$ cat src/rtl/dial_pattern_matcher_defines.svh
// Assertion macros for the dial pattern matcher.
// Used by rtl/dial_pattern_matcher.sv; expects clk and rst_n in scope.
`ifndef DIAL_PATTERN_MATCHER_DEFINES_SVH
`define DIAL_PATTERN_MATCHER_DEFINES_SVH

`ifndef ASSERT_OFF

`define DPM_ASSERT_ALWAYS(label, cond) \
    label: assert property (@(posedge clk) disable iff (!rst_n) (cond)) \
        else $error("dial_pattern_matcher: invariant violated");

`define DPM_ASSERT_IMPLY(label, ante, cons) \
    label: assert property (@(posedge clk) disable iff (!rst_n) (ante) |-> (cons)) \
        else $error("dial_pattern_matcher: implication violated");

`define DPM_ASSERT_NEXT(label, ante, cons) \
    label: assert property (@(posedge clk) disable iff (!rst_n) (ante) |=> (cons)) \
        else $error("dial_pattern_matcher: next-cycle check violated");

`else

`define DPM_ASSERT_ALWAYS(label, cond)
`define DPM_ASSERT_IMPLY(label, ante, cons)
`define DPM_ASSERT_NEXT(label, ante, cons)

`endif

`endif

$ cat src/rtl/dpm_pkg.sv
// Shared types and constants for the dial pattern matcher.
// No dependencies; used by dpm_step and dial_pattern_matcher.
package dpm_pkg;

    localparam int MAX_PATTERN_CHARS_DEFAULT = 16;
    localparam int POS_W   = 5;
    localparam int CHAR_W  = 8;
    localparam int WORD_W  = 64;
    localparam int LEN_W   = 5;
    localparam int INDEX_W = 2;

    localparam logic [CHAR_W-1:0] CH_ANY_DIGIT = 8'h78;  // 'x'
    localparam logic [CHAR_W-1:0] CH_NONZERO   = 8'h7A;  // 'z'
    localparam logic [CHAR_W-1:0] CH_TWO_UP    = 8'h6E;  // 'n'
    localparam logic [CHAR_W-1:0] CH_DOT       = 8'h2E;  // '.'
    localparam logic [CHAR_W-1:0] CH_BANG      = 8'h21;  // '!'
    localparam logic [CHAR_W-1:0] CH_ZERO      = 8'h30;  // '0'
    localparam logic [CHAR_W-1:0] CH_ONE       = 8'h31;  // '1'
    localparam logic [CHAR_W-1:0] CH_TWO       = 8'h32;  // '2'
    localparam logic [CHAR_W-1:0] CH_NINE      = 8'h39;  // '9'

    typedef enum logic [INDEX_W-1:0] {
        REG_PAT_LOW  = 2'd0,
        REG_PAT_HIGH = 2'd1,
        REG_PAT_LEN  = 2'd2
    } cfg_reg_t;

    typedef struct packed {
        logic [POS_W-1:0] pos;
        logic             mismatch;
        logic             absorbed;
    } match_state_t;

    function automatic logic in_range(
        input logic [CHAR_W-1:0] c,
        input logic [CHAR_W-1:0] lo,
        input logic [CHAR_W-1:0] hi
    );
        return (c >= lo) && (c <= hi);
    endfunction

endpackage

$ cat src/rtl/dpm_step.sv
// One character step of the dial pattern matcher: next match state and end result.
// Depends on dpm_pkg.
module dpm_step
    import dpm_pkg::*;
#(
    parameter int MAX_PATTERN_CHARS = MAX_PATTERN_CHARS_DEFAULT
) (
    input  logic [WORD_W-1:0] pat_low,
    input  logic [WORD_W-1:0] pat_high,
    input  logic [LEN_W-1:0]  pat_len,
    input  match_state_t      cur,
    input  logic [CHAR_W-1:0] symbol,
    input  logic              is_end,
    output match_state_t      nxt,
    output logic              ok
);

    logic [2*WORD_W-1:0] pat_all;
    logic [LEN_W-1:0]    len_clamped;
    logic [POS_W-1:0]    pat_end;
    logic [CHAR_W-1:0]   pchar;
    logic                used_up;
    logic                good;
    logic                take_rest;

    assign pat_all     = {pat_high, pat_low};
    assign len_clamped = (pat_len > LEN_W'(MAX_PATTERN_CHARS)) ?
                         LEN_W'(MAX_PATTERN_CHARS) : pat_len;

    // first zero byte inside the used length ends the pattern
    always_comb
    begin
        pat_end = POS_W'(len_clamped);
        for (int i = MAX_PATTERN_CHARS - 1; i >= 0; i--)
        begin
            if ((pat_all[i*CHAR_W +: CHAR_W] == '0) && (LEN_W'(i) < len_clamped))
            begin
                pat_end = POS_W'(i);
            end
        end
    end

    assign pchar   = pat_all[cur.pos[3:0]*CHAR_W +: CHAR_W];
    assign used_up = (cur.pos >= pat_end);

    always_comb
    begin
        good      = 1'b0;
        take_rest = 1'b0;
        case (pchar)
            CH_ANY_DIGIT: good = in_range(symbol, CH_ZERO, CH_NINE);
            CH_NONZERO:   good = in_range(symbol, CH_ONE, CH_NINE);
            CH_TWO_UP:    good = in_range(symbol, CH_TWO, CH_NINE);
            CH_DOT:
            begin
                good      = in_range(symbol, CH_ZERO, CH_NINE);
                take_rest = good;
            end
            CH_BANG:
            begin
                good      = 1'b1;
                take_rest = 1'b1;
            end
            default:      good = (pchar == symbol);
        endcase
    end

    assign ok = !cur.mismatch && (used_up || (pchar == CH_BANG));

    always_comb
    begin
        nxt = cur;
        if (is_end)
        begin
            nxt = '0;
        end
        else if (cur.mismatch || cur.absorbed)
        begin
            nxt = cur;
        end
        else if (used_up)
        begin
            nxt.mismatch = 1'b1;
        end
        else if (!good)
        begin
            nxt.mismatch = 1'b1;
        end
        else
        begin
            nxt.pos      = cur.pos + POS_W'(1);
            nxt.absorbed = take_rest;
        end
    end

endmodule

$ cat src/rtl/dial_pattern_matcher.sv
// Top level of the dial pattern matcher: config registers, match state, result register.
// Depends on dpm_pkg, dpm_step and dial_pattern_matcher_defines.svh.
//
//  channel   handshake             payload
//  sym       sym_valid/sym_ready   symbol[7:0], is_end
//  res       res_valid/res_ready   matched
//  cfg       cfg_valid/cfg_ready   cfg_index[1:0], cfg_data[63:0]
//
// One request per cycle; the match state updates at the accepting edge.
// An end request loads the result register; matched appears the next cycle.
// Any request, character or end, stalls only while the result register is
// full and res_ready is low. cfg_ready is always high.
// Reset clears the pattern, the match state and the result valid.
`include "dial_pattern_matcher_defines.svh"

module dial_pattern_matcher
    import dpm_pkg::*;
#(
    parameter int MAX_PATTERN_CHARS = MAX_PATTERN_CHARS_DEFAULT
) (
    input  logic                clk,
    input  logic                rst_n,
    input  logic                sym_valid,
    output logic                sym_ready,
    input  logic [CHAR_W-1:0]   symbol,
    input  logic                is_end,
    output logic                res_valid,
    input  logic                res_ready,
    output logic                matched,
    input  logic                cfg_valid,
    output logic                cfg_ready,
    input  logic [INDEX_W-1:0]  cfg_index,
    input  logic [WORD_W-1:0]   cfg_data
);

    logic [WORD_W-1:0] pat_low_reg;
    logic [WORD_W-1:0] pat_high_reg;
    logic [LEN_W-1:0]  pat_len_reg;
    match_state_t      state_reg;
    match_state_t      state_next;
    logic              res_valid_reg;
    logic              matched_reg;
    logic              step_ok;
    logic              sym_take;

    assign cfg_ready = 1'b1;
    assign sym_ready = !res_valid_reg || res_ready;
    assign sym_take  = sym_valid && sym_ready;
    assign res_valid = res_valid_reg;
    assign matched   = matched_reg;

    dpm_step #(
        .MAX_PATTERN_CHARS (MAX_PATTERN_CHARS)
    ) u_step (
        .pat_low  (pat_low_reg),
        .pat_high (pat_high_reg),
        .pat_len  (pat_len_reg),
        .cur      (state_reg),
        .symbol   (symbol),
        .is_end   (is_end),
        .nxt      (state_next),
        .ok       (step_ok)
    );

    always_ff @(posedge clk or negedge rst_n)
    begin
        if (!rst_n)
        begin
            pat_low_reg  <= '0;
            pat_high_reg <= '0;
            pat_len_reg  <= '0;
        end
        else if (cfg_valid && cfg_ready)
        begin
            case (cfg_reg_t'(cfg_index))
                REG_PAT_LOW:  pat_low_reg  <= cfg_data;
                REG_PAT_HIGH: pat_high_reg <= cfg_data;
                REG_PAT_LEN:  pat_len_reg  <= cfg_data[LEN_W-1:0];
                default:      ;
            endcase
        end
    end

    always_ff @(posedge clk or negedge rst_n)
    begin
        if (!rst_n)
        begin
            state_reg     <= '0;
            res_valid_reg <= 1'b0;
        end
        else
        begin
            if (sym_take)
            begin
                state_reg <= state_next;
            end
            if (sym_take && is_end)
            begin
                res_valid_reg <= 1'b1;
            end
            else if (res_ready)
            begin
                res_valid_reg <= 1'b0;
            end
        end
    end

    always_ff @(posedge clk)
    begin
        if (sym_take && is_end)
        begin
            matched_reg <= step_ok;
        end
    end

    `DPM_ASSERT_ALWAYS(a_pos_bound, state_reg.pos <= POS_W'(MAX_PATTERN_CHARS))
    `DPM_ASSERT_ALWAYS(a_not_both, !(state_reg.mismatch && state_reg.absorbed))
    `DPM_ASSERT_NEXT(a_end_clears, sym_take && is_end, state_reg == '0)
    `DPM_ASSERT_NEXT(a_end_result, sym_take && is_end, res_valid)
    `DPM_ASSERT_NEXT(a_done_holds, sym_take && !is_end && (state_reg.mismatch || state_reg.absorbed), $stable(state_reg))

endmodule
$ cat config.mk
export PLATFORM = sky130hd
export DESIGN_NAME = dial_pattern_matcher
export DESIGN_NICKNAME = d
export VERILOG_FILES = /design/src/rtl/dpm_pkg.sv /design/src/rtl/dpm_step.sv /design/src/rtl/dial_pattern_matcher.sv
export VERILOG_INCLUDE_DIRS = /design/src /design/src/rtl
export SDC_FILE = /design/constraint.sdc
export NUM_CORES = 1
export LEC_CHECK = 0
export ABC_AREA = 1
export BUFFER_PORTS_ARGS = -buffer_cell sky130_fd_sc_hd__clkbuf_2
export CAP_MARGIN = 10
export CORE_ASPECT_RATIO = 1.25
export CORE_MARGIN = 3
export CORE_UTILIZATION = 30
export DETAILED_ROUTE_END_ITERATION = 7
export PLACE_DENSITY = 0.49
export SYNTH_ARGS = -nofsm -noshare
export SYNTH_HDL_FRONTEND = slang
export SYNTH_SLANG_ARGS = --single-unit
$ cat constraint.sdc
create_clock -name clk -period 3.24 [get_ports clk]
set_input_delay 0.162 -clock clk [delete_from_list [all_inputs] [get_ports clk]]
set_output_delay 0.162 -clock clk [all_outputs]
set_load 0.02 [all_outputs]
==> flow_summary.ini, run 1 <==
[sta]
finClkSkew_ns = 0.0103
fmax_mhz = 323
hold_viol = 0
maxSlewViolCount = 0
finalCriticalPeriod_ns = 3.10
rsz0062_at_grt = true
finalCritPeriodShare_pct = 95.7
setup-violations-final = 0
whs_ns = 0.00994
slew_headroom_pct = 46.2
worst_pin_slew_ns = 0.807

[layout]
stdcell_count = 1621
n_antenna_cell = 0
area_delta_synth_final_pct = 25.7
nets = 1354
final_area_sq_mm = 0.0102
finish.utilization_pct = 38.7
drive_above_1_share_pct = 19.6

[grt]
grt-ovfl-total = 0
grt_pass1_wl_mm = 40.2
grt_max_degree = 87
track_usage_pct = 17.4
grt_pass1_vias = 7406
antenna_found_initial = 0

[clock_tree]
clkTransAtPathRegs_ns = 0.06
htree_levels = 4
numCtsBuffers = 17
cts_buffer_depth = 2
clock_latency_ns = 0.42
cts_tree = built
clock_sinks = 142
clock-root-buffer = clkbuf_16

[logic_synthesis]
synth-edff-count = 1
ys_ff_latch = 142
synth_flop_cell = dfrtp_1
syn_inst = 1126
yosysMostFrequentCell = nand2_1
yosysWarningCount = 0
ys_seq_area_share_pct = 44.0
syn_area_per_cell_sq_um = 7.18
synth.top_cell.area_share_pct = 43.6
async_flop_share_pct = 99.3
synth_top_area_cell = dfrtp_1
yosys-top-cells-count = 375 x nand2_1, 142 x o21ai_0, 141 x dfrtp_1
synth.distinct_cells = 44
syn_nets = 1212
synthTopCellsByArea = dfrtp_1 44%, nand2_1 17%, o21ai_0 8.8%, inv_1 5.9%, nor2_1 3.8%
syn_area_sq_mm = 0.00809

[floorplanning]
initial_core_util_pct = 30.8
die_area_sq_mm = 0.0290
die_y_um = 190
die_x_um = 153
std_cell_rows = 66
coreArea_sq_mm = 0.0263
io_pins = 84

[worst_setup_path]
cp_slowest_cell = dfrtp_1
crit_path_max_incr_delay_ns = 0.42
cpMostUsedCell = nand2_2
worst-path-buf-inv = 4
worstSetupPathType = reg2reg
cp_data_arrival_time_ns = 3.45
setup.worst_path.start_class = flop
critPathMaxFanout = 7
crit_required_ns = 3.59
end_kind = flop
crit_path_cell_trace = inv_1 -> nor2_2 -> nand2_1 -> nand2_2 -> nor4_4 -> buf_4 -> inv_2 -> nand2_2 -> a31oi_1 -> o21bai_1 -> a31oi_1 -> or2_4 -> ha_4 -> a21o_1 -> a221oi_2 -> and3_4 -> inv_4 -> nor2_8 -> nand3_4 -> nand2_4 -> nand2_2 -> nand2_1
crit_family = simple AND/OR/NAND/NOR gates

[route]
wl_per_cell_um = 15.3
wirelength_mm = 24.9
dr.pass1.iters = 5
drtAntennaViolNets = 0
vias = 7615
vias_per_cell = 4.70
drt_iter0_markers = 622
drc_errors = 0

[placement]
place_hpwl_mm = 18.7
io_buffers = 82
numPlacedInstances = 1545
place_area_sq_mm = 0.00903
place.gp.congestion = 0.877

[run_status]
status = finished clean

[run]
maxCapViolCount = 0

[pwr]
p_leak_nw = 5.19
p_total_w = 0.00639
ir_drop_mv = 0.371
power_density_mw_per_mm2 = 629

[hold_path]
hp-class = in2reg
==> area by class of cell <==
class | count | area, sq um
sequential | 142 | 3560
multi-input combinational | 794 | 3870
clock buffer | 21 | 460
tap | 340 | 425
inverter | 138 | 523
timing repair buffer | 175 | 1230
clock inverter | 11 | 92.6
fill | 2814 | 16100
==> cells in the final DEF (no fill, tap or decap), types with 4 or more instances in the layout <==
| cell type | n |
|---|---|
| inv_1 | 124 |
| nand3b_1 | 4 |
| clkbuf_2 | 81 |
| nand3_1 | 59 |
| nor2_2 | 8 |
| inv_2 | 9 |
| nor2_1 | 75 |
| o21ai_1 | 5 |
| nand2_1 | 365 |
| nor4_1 | 22 |
| a21oi_1 | 15 |
| nor2_4 | 4 |
| o211ai_1 | 9 |
| nand2_4 | 4 |
| dlygate4sd3_1 | 38 |
| nand4_1 | 12 |
| clkbuf_16 | 17 |
| nand2_2 | 25 |
| dfrtp_1 | 139 |
| nand3_2 | 9 |
| nor3_1 | 5 |
| o21ai_0 | 139 |
| clkinv_2 | 6 |
| buf_4 | 53 |
==> final timing paths <==
kind                             startpoint               end  slack [ns]  cells after the start
setup / recovery             pat_len_reg[3]      state_reg[3]        0.14                     22
hold / removal                 cfg_data[62]   pat_low_reg[62]        0.01                      3
max in group asynchronous             rst_n   pat_low_reg[32]        2.05                      3
min in group asynchronous             rst_n    pat_low_reg[5]        0.33                      2
setup reg to reg             pat_len_reg[3]      state_reg[3]        0.14                     22
hold reg to reg            pat_high_reg[25]  pat_high_reg[25]        0.48                      2
==> per-layer routing <==
layer / vias up / track usage, % / wire length [um]
met1: 3540 / 22.3 / 11000
met2: 165 / 30.0 / 12300
met5: - / 0 / 0
li1: 3880 / - / -
met3: 30 / 2.62 / 835
met4: 0 / 6.38 / 718
==> worst register-to-register path, cell delays in order (launching register included) <==
cell and delay (ns):
dfrtp_1 0.42, inv_1 0.09, nor2_2 0.04, nand2_1 0.09, nand2_2 0.09, nor4_4 0.24
buf_4 0.16, inv_2 0.03, nand2_2 0.07, a31oi_1 0.05, o21bai_1 0.15, a31oi_1 0.09
or2_4 0.24, ha_4 0.15, a21o_1 0.16, a221oi_2 0.23, and3_4 0.24, inv_4 0.05
nor2_8 0.09, nand3_4 0.12, nand2_4 0.13, nand2_2 0.06, nand2_1 0.06
==> metrics by stage <==
step	setup TNS (ns)	setup WS (ns)
after global routing	-0.715	-0.127
after CTS	0	0.0130
after detailed placement	-0.498	-0.0918
after floorplan	0	0.126
final	0	0.140
after global placement	-0.175	-0.0341
==> report_power, final <==
group,switching [W],internal (W)
combinational,0.00133,0.000845
clock,0.000772,0.00109
sequential,0.000287,0.00206
==> what timing repair did <==
| item | CTS | global route |
|---|---|---|
| resized for setup | 10 | 34 |
| pin swaps | 4 | 23 |
| endpoints found under the hold margin | 139 | 0 |
| hold buffers | 38 | 0 |
| setup buffers | 2 | 4 |
| setup endpoints to repair | 6 | 8 |
==> kinds of logic (layout without fill, tap and decap cells) <==
logic type / Yosys count / count (layout) / share of synthesized area (%)
AND/OR/NAND/NOR: 606 / 606 / 32.9
buffers and inverters: 190 / 345 / 10.3
AO/OA/AOI/OAI: 180 / 180 / 11.8
flip-flops: 142 / 142 / 44.0
adder cells (fa/ha/maj): 6 / 6 / 0.928
other: 1 / 1 / 0.0464
XOR/XNOR: 1 / 1 / 0.108
No activity file was read; power rests on OpenSTA's default activity.
==> run 2, diff against run 1 <==
--- a/config.mk
+++ b/config.mk
@@ -6,14 +6,16 @@
 export SDC_FILE = /design/constraint.sdc
 export NUM_CORES = 1
 export LEC_CHECK = 0
-export ABC_AREA = 1
 export BUFFER_PORTS_ARGS = -buffer_cell sky130_fd_sc_hd__clkbuf_2
 export CAP_MARGIN = 10
+export CELL_PAD_IN_SITES_DETAIL_PLACEMENT = 1
+export CELL_PAD_IN_SITES_GLOBAL_PLACEMENT = 2
 export CORE_ASPECT_RATIO = 1.25
 export CORE_MARGIN = 3
 export CORE_UTILIZATION = 30
 export DETAILED_ROUTE_END_ITERATION = 7
-export PLACE_DENSITY = 0.49
+export PLACE_DENSITY = 0.65
+export REMOVE_ABC_BUFFERS = 1
 export SYNTH_ARGS = -nofsm -noshare
 export SYNTH_HDL_FRONTEND = slang
 export SYNTH_SLANG_ARGS = --single-unit
==> run 2 against run 1 <==
The flow now finishes with violations (negative setup slack). Area after synthesis fell by 6.3%. Wire length grew 2.6%. Setup slack worse by 0.73 ns. Via count is 20% lower. Maximum frequency decreased by 19%. Core utilization increased by 5.9 points. Register-to-register slack worse by 0.73 ns. Die area decreased by 6.1%. Non-clock buffer count up 153. Count of clock-buffer cells in the layout down 2. Combinational power decreased by 14%. Sequential power about the same.
==> flow_summary.ini, run 2 <==
[run_status]
status = finished with violations
failed_checks = negative setup slack

[logic_synthesis]
synth.top_cell.area_share_pct = 46.5
syn_area_sq_mm = 0.00758
syn_inst = 578
synthTopCellsByArea = dfrtp_1 47%, mux2_2 20%, mux4_2 5.3%, mux4_1 3.5%, nor4_1 2.2%
ys_seq_area_share_pct = 46.9
async_flop_share_pct = 99.3
synth_flop_cell = dfrtp_1
synth-edff-count = 1
yosysMostFrequentCell = dfrtp_1
synth.distinct_cells = 72
ys_ff_latch = 142
yosys-top-cells-count = 141 x dfrtp_1, 136 x mux2_2, 28 x nand2_1
synth_top_area_cell = dfrtp_1
syn_area_per_cell_sq_um = 13.1
yosysWarningCount = 0

[pwr]
power_frac_comb_pct = 30.1
p_int_w = 0.00443
power_density_mw_per_mm2 = 568
seqPwrFrac_pct = 37.8
switching_power_w = 0.00183
p_sw_share_pct = 29.2
clock_power_share_pct = 32.2
ir_drop_mv = 0.322
p_leak_nw = 4.86

[worst_setup_path]
worst-path-buf-inv = 0
startpoint = pat_high_reg[33]
setup.worst_path.start_class = flop
r2r_setup_slack_ns = -0.59
crit_path_max_incr_delay_ns = 0.54
reg2reg_depth = 19
critPathMaxFanout = 5
r2r_start = pat_high_reg[33]
path_depth = 19
end_kind = flop
endpoint = state_reg[5]
crit_path_cell_trace = or4_4 -> nor3_4 -> o41ai_2 -> a21oi_1 -> o21ai_1 -> a21oi_1 -> o21ai_1 -> nand2_1 -> a31oi_1 -> ha_1 -> nand2b_4 -> a21o_1 -> a21o_1 -> a21oi_2 -> o2111ai_2 -> a41oi_2 -> a2bb2oi_4 -> and2_4 -> a211o_1
worstSetupPathType = reg2reg
cp_slowest_cell = or4_4
crit_family = compound AO/OA/AOI/OAI gates
cp_data_arrival_time_ns = 4.14
rr_endpoint = state_reg[5]
crit_required_ns = 3.55

[floorplanning]
die_y_um = 184
io_pins = 84
coreArea_sq_mm = 0.0247
initial_core_util_pct = 30.7
die_area_sq_mm = 0.0272
std_cell_rows = 64
die_x_um = 148

[clock_tree]
clock_sinks = 142
numCtsBuffers = 17
clkTransAtPathRegs_ns = 0.06
cts_tree = built
htree_levels = 4
clock_latency_ns = 0.43
cts_buffer_depth = 2
clock-root-buffer = clkbuf_16

[layout]
nets = 978
n_antenna_cell = 0
drive_above_1_share_pct = 55.9
finish.utilization_pct = 44.7
mostFrequentLayoutCell = buf_4
most-common-layout-cells = 191 x buf_4, 140 x dfrtp_1, 136 x mux2_2
area_delta_synth_final_pct = 45.3

[route]
dr.pass1.iters = 5
wl_met2_mm = 14.1
wirelength_mm = 25.5
vias_per_cell = 4.95
met3WireLength_um = 659
wl_met1_mm = 10.4
top_layer = met4
drt_iter0_markers = 271
vias = 6119
drtAntennaViolNets = 0
wl_per_cell_um = 20.6
drc_errors = 0

[sta]
tns_ns = -3.38
finalCriticalPeriod_ns = 3.83
rsz0062_at_grt = true
finalCritPeriodShare_pct = 118
worst_pin_slew_ns = 0.937
fmax_mhz = 261
setup-violations-final = 8
maxSlewViolCount = 0
hold_viol = 0
layout_setup_ws_ns = -0.588
finClkSkew_ns = 0.00745
slew_headroom_pct = 37.5

[run]
maxCapViolCount = 0

[grt]
track_usage_pct = 19.1
grt_pass1_vias = 6906
grt_pass1_wl_mm = 39.5
grt_max_degree = 77
antenna_found_initial = 0
grt-ovfl-total = 0

[placement]
place_hpwl_mm = 19.6
place.gp.congestion = 0.888
io_buffers = 82

[hold_path]
hp-class = in2reg
run 2: cell count changes in the layout (fill, tap and decap cells not counted), sizes merged, moves of 29 or more:
cell / delta
buf: +143
o21ai: -132
mux2: +136
mux4: +29
nand3: -58
inv: -123
nor2: -74
nand2: -364
run 2: what timing repair did:
item,4_1_cts,5_1_grt
hold endpoints to repair,149,1
hold buffers,47,1
endpoints found under the setup margin,8,8
pin swaps,15,12
gates resized for setup,24,13
buffers inserted,4,3
run 2: metrics by stage:
stage	total power, W	worst slack (ns)	instance area (sq um)	std cells	hold slack [ns]
2_1_floorplan	0.00308	-2.36	7360	545	-0.134
3_3_place_gp	0.00405	-0.812	9720	1149	0.213
3_5_place_dp	0.00413	-0.865	9720	1149	0.228
4_1_cts	0.00628	-0.611	10900	1232	0.000220
5_1_grt	0.00657	-0.807	11000	1235	0.00414
6_report	0.00626	-0.588	11000	1235	0.0176
run 2: cells by family (layout without fill, tap and decap cells):
group,count (synthesis),count (layout),synth area share (%)
xor+xnor,7,7,0.809
buf+inv,44,371,3.40
compound gates,76,76,7.61
fa+ha+maj,6,6,0.990
flops,142,142,46.9
mux,173,173,30.4
other cells,1,1,0.0495
simple gates,129,129,9.80
run 2: power by group through the flow:
stage / combinational (W) / clock (W) / sequential (W)
floorplan: 0.000759 / 0 / 0.00232
global route: 0.00203 / 0.00214 / 0.00240
global placement: 0.00170 / 0 / 0.00235
finish: 0.00188 / 0.00201 / 0.00236
detailed placement: 0.00175 / 0 / 0.00238
CTS: 0.00186 / 0.00206 / 0.00236
run 2: layout make-up:
type	instances	area [sq um]
flip-flops and latches	142	3560
well taps	330	413
inverters	11	41.3
clock inverters	13	165
multi-input cells	392	3930
repair buffers	328	2460
clock buffers	19	443
fillers	2695	13700
run 2: per-layer routing:
layer	vias to the layer above	track usage, %
li1	2856	-
met1	3161	22.6
met2	87	35.9
met3	15	3.43
met4	0	4.51
met5	-	0
run 2: worst min-delay path by stage:
stage,startpoint,to,slack [ns],depth (start not counted)
after floorplan,rst_n,pat_high_reg[0],-0.13,0
after global placement,rst_n,state_reg[3],0.21,1
after detailed placement,rst_n,res_valid,0.23,1
after CTS,cfg_data[31],pat_low_reg[31],0.0002,2
after global routing,cfg_data[31],pat_low_reg[31],0.004,2
final,cfg_data[13],pat_high_reg[13],0.02,2
